## src/rarr_pkg.sv

```systemverilog
`default_nettype none
package rarr_pkg;

    // Storage geometry and field widths.
    localparam int POSITIONS = 64;
    localparam int POS_W     = 6;
    localparam int END_W     = 7;
    localparam int CNT_W     = $clog2(POSITIONS + 1);
    localparam int COLOR_W   = 32;
    localparam int LEN_W     = 7;

    // Length in force after reset.
    localparam logic [LEN_W-1:0] LEN_RESET = LEN_W'(POSITIONS);

    // Control states of the scan sequencer.
    typedef enum logic [1:0] {
        ST_IDLE,
        ST_SCAN,
        ST_BAD
    } state_t;

    typedef logic [COLOR_W-1:0] color_t;

endpackage
`default_nettype wire

```

## src/range_assign_run_report_top.sv

```systemverilog
// Range colour assign with run report.
// A request (req_valid/req_ready) carries range_start, range_end and new_color.
// Every accepted request yields one or more results on res_valid/res_ready:
// each maximal run of equal old colours inside [range_start, range_end),
// in ascending order, the final one flagged by last_run. An empty range, or
// one that passes the used length, gives a single result with bad_range set
// and leaves the store untouched.
// The colours sit in a ring of 64 cells that rotates one place a cycle; the
// head cell is compared with the current run and the tail takes the new
// colour inside the range. A request takes one full revolution plus a final
// step after acceptance; req_ready is high only between requests.
// When the receiver stalls, the rotation halts until the result is taken.
// cfg_valid/cfg_ready writes used_length, always ready; write it only when idle.
// Reset clears all colours to zero and sets used_length to 64.
`default_nettype none
module range_assign_run_report_top (
    input  wire                           clk,
    input  wire                           rst_n,
    input  wire                           cfg_valid,
    output logic                          cfg_ready,
    input  wire  [rarr_pkg::LEN_W-1:0]    cfg_data,
    input  wire                           req_valid,
    output logic                          req_ready,
    input  wire  [rarr_pkg::POS_W-1:0]    range_start,
    input  wire  [rarr_pkg::END_W-1:0]    range_end,
    input  wire  [rarr_pkg::COLOR_W-1:0]  new_color,
    output logic                          res_valid,
    input  wire                           res_ready,
    output logic [rarr_pkg::POS_W-1:0]    run_start,
    output logic [rarr_pkg::END_W-1:0]    run_end,
    output logic [rarr_pkg::COLOR_W-1:0]  old_color,
    output logic                          last_run,
    output logic                          bad_range
);
    import rarr_pkg::*;

    state_t             state_reg, state_next;
    logic [LEN_W-1:0]   used_length_reg;
    logic [CNT_W-1:0]   cnt_reg;
    logic [POS_W-1:0]   s_reg;
    logic [END_W-1:0]   e_reg;
    color_t             color_reg;
    logic [POS_W-1:0]   run_s_reg;
    color_t             run_c_reg;

    logic               res_valid_reg;
    logic [POS_W-1:0]   run_start_reg;
    logic [END_W-1:0]   run_end_reg;
    color_t             old_color_reg;
    logic               last_run_reg;
    logic               bad_range_reg;

    logic [LEN_W-1:0]   eff_len;
    logic               req_bad;
    logic               accept;
    logic               slot_free;
    color_t             head;
    color_t             feed;
    logic [CNT_W-1:0]   s_ext;
    logic [CNT_W-1:0]   e_ext;
    logic               at_start;
    logic               in_range;
    logic               at_end;
    logic               emit_mid;
    logic               advance;
    logic               shift;
    logic               load_run;
    logic               load_bad;
    logic               scan_done;

    // Configuration register.
    assign cfg_ready = 1'b1;

    always_ff @(posedge clk or negedge rst_n)
    begin
        if (!rst_n)
        begin
            used_length_reg <= LEN_RESET;
        end
        else if (cfg_valid && cfg_ready)
        begin
            used_length_reg <= cfg_data;
        end
    end

    // Range check against the effective length.
    assign eff_len = (used_length_reg > LEN_W'(POSITIONS)) ? LEN_W'(POSITIONS)
                                                           : used_length_reg;
    assign req_bad = ({1'b0, range_start} >= range_end) || (range_end > eff_len);

    assign req_ready = (state_reg == ST_IDLE);
    assign accept    = req_valid && req_ready;
    assign slot_free = !res_valid_reg || res_ready;

    // Scan step: the head cell holds position cnt_reg.
    assign s_ext     = CNT_W'(s_reg);
    assign e_ext     = CNT_W'(e_reg);
    assign at_start  = (cnt_reg == s_ext);
    assign in_range  = (cnt_reg >= s_ext) && (cnt_reg < e_ext);
    assign at_end    = (cnt_reg == e_ext);
    assign emit_mid  = (cnt_reg > s_ext) && (cnt_reg < e_ext) && (head != run_c_reg);
    assign scan_done = (cnt_reg == CNT_W'(POSITIONS));

    // Output-side controls per state.
    always_comb
    begin
        advance  = 1'b0;
        load_run = 1'b0;
        load_bad = 1'b0;
        unique case (state_reg)
            ST_IDLE:
            begin
                advance = 1'b0;
            end
            ST_SCAN:
            begin
                advance  = !((emit_mid || at_end) && !slot_free);
                load_run = (emit_mid || at_end) && slot_free;
            end
            ST_BAD:
            begin
                load_bad = slot_free;
            end
            default:
            begin
                advance = 1'b0;
            end
        endcase
    end

    assign shift = advance && !scan_done;
    assign feed  = in_range ? color_reg : head;

    // Next state.
    always_comb
    begin
        state_next = state_reg;
        unique case (state_reg)
            ST_IDLE:
            begin
                if (accept)
                begin
                    state_next = req_bad ? ST_BAD : ST_SCAN;
                end
            end
            ST_SCAN:
            begin
                if (advance && scan_done)
                begin
                    state_next = ST_IDLE;
                end
            end
            ST_BAD:
            begin
                if (load_bad)
                begin
                    state_next = ST_IDLE;
                end
            end
            default:
            begin
                state_next = ST_IDLE;
            end
        endcase
    end

    // Control registers.
    always_ff @(posedge clk or negedge rst_n)
    begin
        if (!rst_n)
        begin
            state_reg     <= ST_IDLE;
            cnt_reg       <= '0;
            res_valid_reg <= 1'b0;
        end
        else
        begin
            state_reg <= state_next;
            if (accept)
            begin
                cnt_reg <= '0;
            end
            else if (advance)
            begin
                cnt_reg <= cnt_reg + CNT_W'(1);
            end
            if (load_run || load_bad)
            begin
                res_valid_reg <= 1'b1;
            end
            else if (res_ready)
            begin
                res_valid_reg <= 1'b0;
            end
        end
    end

    // Request fields and the run being tracked.
    always_ff @(posedge clk)
    begin
        if (accept)
        begin
            s_reg     <= range_start;
            e_reg     <= range_end;
            color_reg <= new_color;
        end
        if (advance && (at_start || emit_mid))
        begin
            run_s_reg <= cnt_reg[POS_W-1:0];
            run_c_reg <= head;
        end
    end

    // Result register.
    always_ff @(posedge clk)
    begin
        if (load_run)
        begin
            run_start_reg <= run_s_reg;
            run_end_reg   <= cnt_reg[END_W-1:0];
            old_color_reg <= run_c_reg;
            last_run_reg  <= at_end;
            bad_range_reg <= 1'b0;
        end
        else if (load_bad)
        begin
            run_start_reg <= '0;
            run_end_reg   <= '0;
            old_color_reg <= '0;
            last_run_reg  <= 1'b1;
            bad_range_reg <= 1'b1;
        end
    end

    // Colour store.
    rarr_ring u_ring (
        .clk   (clk),
        .rst_n (rst_n),
        .shift (shift),
        .feed  (feed),
        .head  (head)
    );

    assign res_valid = res_valid_reg;
    assign run_start = run_start_reg;
    assign run_end   = run_end_reg;
    assign old_color = old_color_reg;
    assign last_run  = last_run_reg;
    assign bad_range = bad_range_reg;

endmodule
`default_nettype wire

```

## src/rarr_cell.sv

```systemverilog
`default_nettype none
module rarr_cell (
    input  wire              clk,
    input  wire              rst_n,
    input  wire              shift,
    input  wire rarr_pkg::color_t d,
    output rarr_pkg::color_t q
);
    import rarr_pkg::*;

    color_t color_reg;

    // One stored colour; takes its neighbour's value on every shift.
    always_ff @(posedge clk or negedge rst_n)
    begin
        if (!rst_n)
        begin
            color_reg <= '0;
        end
        else if (shift)
        begin
            color_reg <= d;
        end
    end

    assign q = color_reg;

endmodule
`default_nettype wire

```

## src/rarr_ring.sv

```systemverilog
`default_nettype none
module rarr_ring (
    input  wire              clk,
    input  wire              rst_n,
    input  wire              shift,
    input  wire rarr_pkg::color_t feed,
    output rarr_pkg::color_t head
);
    import rarr_pkg::*;

    color_t q [POSITIONS];

    // Each cell hands its colour towards the head; the tail takes the feed,
    // so a full revolution brings every position back to its own cell.
    genvar i;
    generate
        for (i = 0; i < POSITIONS; i++)
        begin : g_cell
            if (i == POSITIONS - 1)
            begin : g_tail
                rarr_cell u_cell (
                    .clk   (clk),
                    .rst_n (rst_n),
                    .shift (shift),
                    .d     (feed),
                    .q     (q[i])
                );
            end
            else
            begin : g_body
                rarr_cell u_cell (
                    .clk   (clk),
                    .rst_n (rst_n),
                    .shift (shift),
                    .d     (q[i+1]),
                    .q     (q[i])
                );
            end
        end
    endgenerate

    assign head = q[0];

endmodule
`default_nettype wire
```

## config.mk

```make
export PLATFORM = sky130hd
export DESIGN_NAME = range_assign_run_report_top
export DESIGN_NICKNAME = d
export VERILOG_FILES = /design/src/rarr_pkg.sv /design/src/range_assign_run_report_top.sv /design/src/rarr_cell.sv /design/src/rarr_ring.sv
export SDC_FILE = /design/constraint.sdc
export NUM_CORES = 2
export LEC_CHECK = 0
export ABC_AREA = 0
export BUFFER_PORTS_ARGS = -buffer_cell sky130_fd_sc_hd__buf_2
export CORE_MARGIN = 2
export CORE_UTILIZATION = 55
export DETAILED_ROUTE_END_ITERATION = 7
export PLACE_DENSITY = 0.79
export SLEW_MARGIN = 20
export SYNTH_ARGS = -nofsm -noshare
export SYNTH_HDL_FRONTEND = slang
export SYNTH_SLANG_ARGS = --single-unit
```

## constraint.sdc

```tcl
create_clock -name clk -period 10.05 [get_ports clk]
set_input_delay 0 -clock clk [delete_from_list [all_inputs] [get_ports clk]]
set_output_delay 0 -clock clk [all_outputs]
set_load 0.01 [all_outputs]
```

==> impl_results.md <==
- Share of the synthesized area in the top cell type: 0.625
- Finished layout cell area: 92300 sq um
- Clock root buffer: clkbuf_16
- Syn Inst Count: 4800
- Via density: 5.24
- P_leak: 46.4 nW
- Detailed Route WL: 123000 um
- Syn_nets: 4885
- Postcts setup bufs: 0
- Io pins: 107
- Rows: 142
- Starting density of the core: 0.553
- Largest family of logic cells by synthesized area: multiplexers
- Clock skew: 0.0310 ns
- Final slew viol count: 0
- Fillers: 10300
- Fmax: 212 MHz
- Switch share: 0.288
- Final Hold Viols: 0
- Syn Std Cell Area: 82600 sq um
- Worst Hold Class: input port to asynchronous set/reset pin
- Area leader, netlist: dfrtp_1
- Asr flop ratio synth: 0.941
- Kind of end point of the critical path: register
- Die footprint: 153000 sq um
- Largest net degree at the start of global routing: 199
- Worst skew pair latency: 0.81 ns
- Register bit total from synthesis: 2195
- Seq/Total Area, Yosys: 0.673
- Port buffer count: 105
- Post-DP HPWL: 68800 um
- Remaining DRCs: 0
- Antenna violations before repair: 6
- Worst endpoint required time: 10.71 ns
- Clock tree buffer depth: 3
- Crit-path max FO: 173
- Synth Area in Adders: 0.00424
- Core ar.: 149000 sq um
- Most frequent cells in the layout: dfrtp_1 (2064), mux2_1 (1356), mux2_2 (666)
- Power Density: 299 nW/um^2
- CTS tree: yes
- FF-to-FF setup slack: 5.33 ns
- WL/cell: 17.1 um
- Initial DRC Count: 2290
- Synth Flop Type: dfrtp_1
- Synth Area in Compound Gates: 0.00526
- Min cycle time layout: 4.72 ns
- Total power: 27.6 mW
- Crit path arrival time: 5.39 ns
- GRT overflow: 0
- Global-route wire length before repair: 211000 um
- CP startpoint kind: register
- Max FFs per register: 2016
- Placed Area: 84200 sq um
- CTS Sinks: 2195
- Syn avg cell area: 17.2 sq um
- 1st-pass router iterations: 5
- Detailed-route via count: 37800
- Commonest non-fill, non-tap cell in the layout: dfrtp_1
- Maxcap violations: 0
- Tcrit/Tclk final: 0.470
- PostCTS Resize Cnt: 0
- Post-synthesis mux area share: 0.280
- RR Endpoint: u_ring.g_cell[27].g_body.u_cell.q[15]
- Worst slack, placed: 5.23 ns
- Worst Max-Slew Pin Slew: 1.08 ns
- Die W: 391 um
- H-tree Lvls: 4
- ANT nets after route: 0
- Top cells by area, synth: dfrtp_1 (63%), mux2_1 (18%), mux2_2 (9.1%), edfxtp_1 (4.7%), buf_6 (1.6%)
- Area grow syn2layout: 11.8%
- Simple-gate share of the synthesized area: 0.00929
- Unique masters post-synth: 46
- Worst slew margin: 0.278
- Clk pin slew, worst setup/hold paths: 0.06 ns
- Clock power frac: 0.281
- Worst hold slack: 0.0318 ns
- Status: finished, final reports clean
- Setup CP Type: register to register
- Share of layout cells above drive strength 1: 0.220
- YS warnings: 0
- RR Startpoint: cnt_reg[4]
- Post-synth EDFFs: 129
- Die Y: 391 um
- Setup_tns: 0 ns
- All-Layer GR Usage: 0.167
- Internal power: 19.7 mW
- RSZ-0062 raised after global routing: no
- Vias in the first global route: 40500
- R2R depth: 9
- Seq pwr share: 0.462
- Post-synthesis xor/xnor area fraction: 0.00339
- Inserted Clock Buffers: 200
- Switch Pwr: 7.95 mW
- Peak supply drop: 0.309 mV
- Setup violators final: 0
- Layout Nets: 5106
- Placer Congestion: 0.830
- Logic pwr share: 0.257
- Post-route worst setup slack: 5.33 ns
## metrics by stage
stage          std cells  utilization
2_1_floorplan       4800            -
3_3_place_gp        6717        0.564
3_5_place_dp        6717        0.564
4_1_cts             7206        0.617
5_1_grt             7211        0.618
6_report            7217        0.618
## synthesized netlist by cell type, drive strengths merged, types with 3 or more instances
library cell and instances:
nor2 10, buf 223, nand3 10, xnor2 32, mux2 2022, a211oi 3
nand2b 4, mux2i 35, nor4 3, nand4 10, clkbuf 19, ha 28
nor3 5, dfrtp 2064, a21oi 12, o21ai 39, nand2 50, o21a 3
o211ai 3, inv 24, nor2b 4, edfxtp 129, and2 43
## critical path: stages (launching register included)
cell and delay [ns]:
dfrtp_1 0.47, ha_1 0.35, a211oi_1 0.27, nor2_1 0.07
or3_1 0.43, nor2_1 0.16, a311o_2 0.62, buf_12 0.64
buf_4 0.91, mux2_2 0.43
## timing repair
action / in CTS / in global routing
hold buffers: 117 / 0
endpoints found under the hold margin: 357 / 0
endpoints found under the setup margin: 0 / 0
## power groups by stage
stage | clock [mW] | combinational [mW] | sequential [mW]
after floorplan | 0 | 6.49 | 12.5
after global placement | 0 | 6.89 | 12.8
after detailed placement | 0 | 7.10 | 12.9
after CTS | 7.95 | 7.22 | 12.8
after global routing | 8.32 | 7.80 | 13.1
final | 7.75 | 7.10 | 12.8
## how the worst max path moves through the flow
stage,start,to,slack [ns],depth (start not counted)
after floorplan,cnt_reg[4],last_run,5.48,7
after global placement,cnt_reg[4],u_ring.g_cell[6].g_body.u_cell.q[17],5.15,9
after detailed placement,cnt_reg[4],u_ring.g_cell[7].g_body.u_cell.q[17],5.23,9
after CTS,cnt_reg[4],u_ring.g_cell[12].g_body.u_cell.q[20],5.20,9
after global routing,cnt_reg[4],u_ring.g_cell[27].g_body.u_cell.q[15],5.06,9
final,cnt_reg[4],u_ring.g_cell[27].g_body.u_cell.q[15],5.33,9
## cell type report
class	count	area (sq um)	area share
multi-input cells	2339	25000	0.271
flip-flops and latches	2195	55600	0.602
well taps	2016	2520	0.0273
clock inverters	64	833	0.00903
diodes	10	25.0	0.000271
inverters	24	90.1	0.000976
clock buffers	308	6030	0.0653
repair buffers	261	2270	0.0245
## layer usage
metal  GRT usage  up-vias  wire length [um]
met1       0.240    19700             58700
met3      0.0290      209              4440
met4      0.0503        0              2680
met5           0        -                 0
li1            -    17400                 -
met2       0.262      512             57600
## kinds of logic after synthesis
logic type               Yosys count
flip-flops                      2195
adder cells (fa/ha/maj)           28
AND/OR/NAND/NOR                  148
other                              1
buffers and inverters            266
multiplexers                    2057
XOR/XNOR                          32
AO/OA/AOI/OAI                     73
Power figures use the tool's default switching activity.
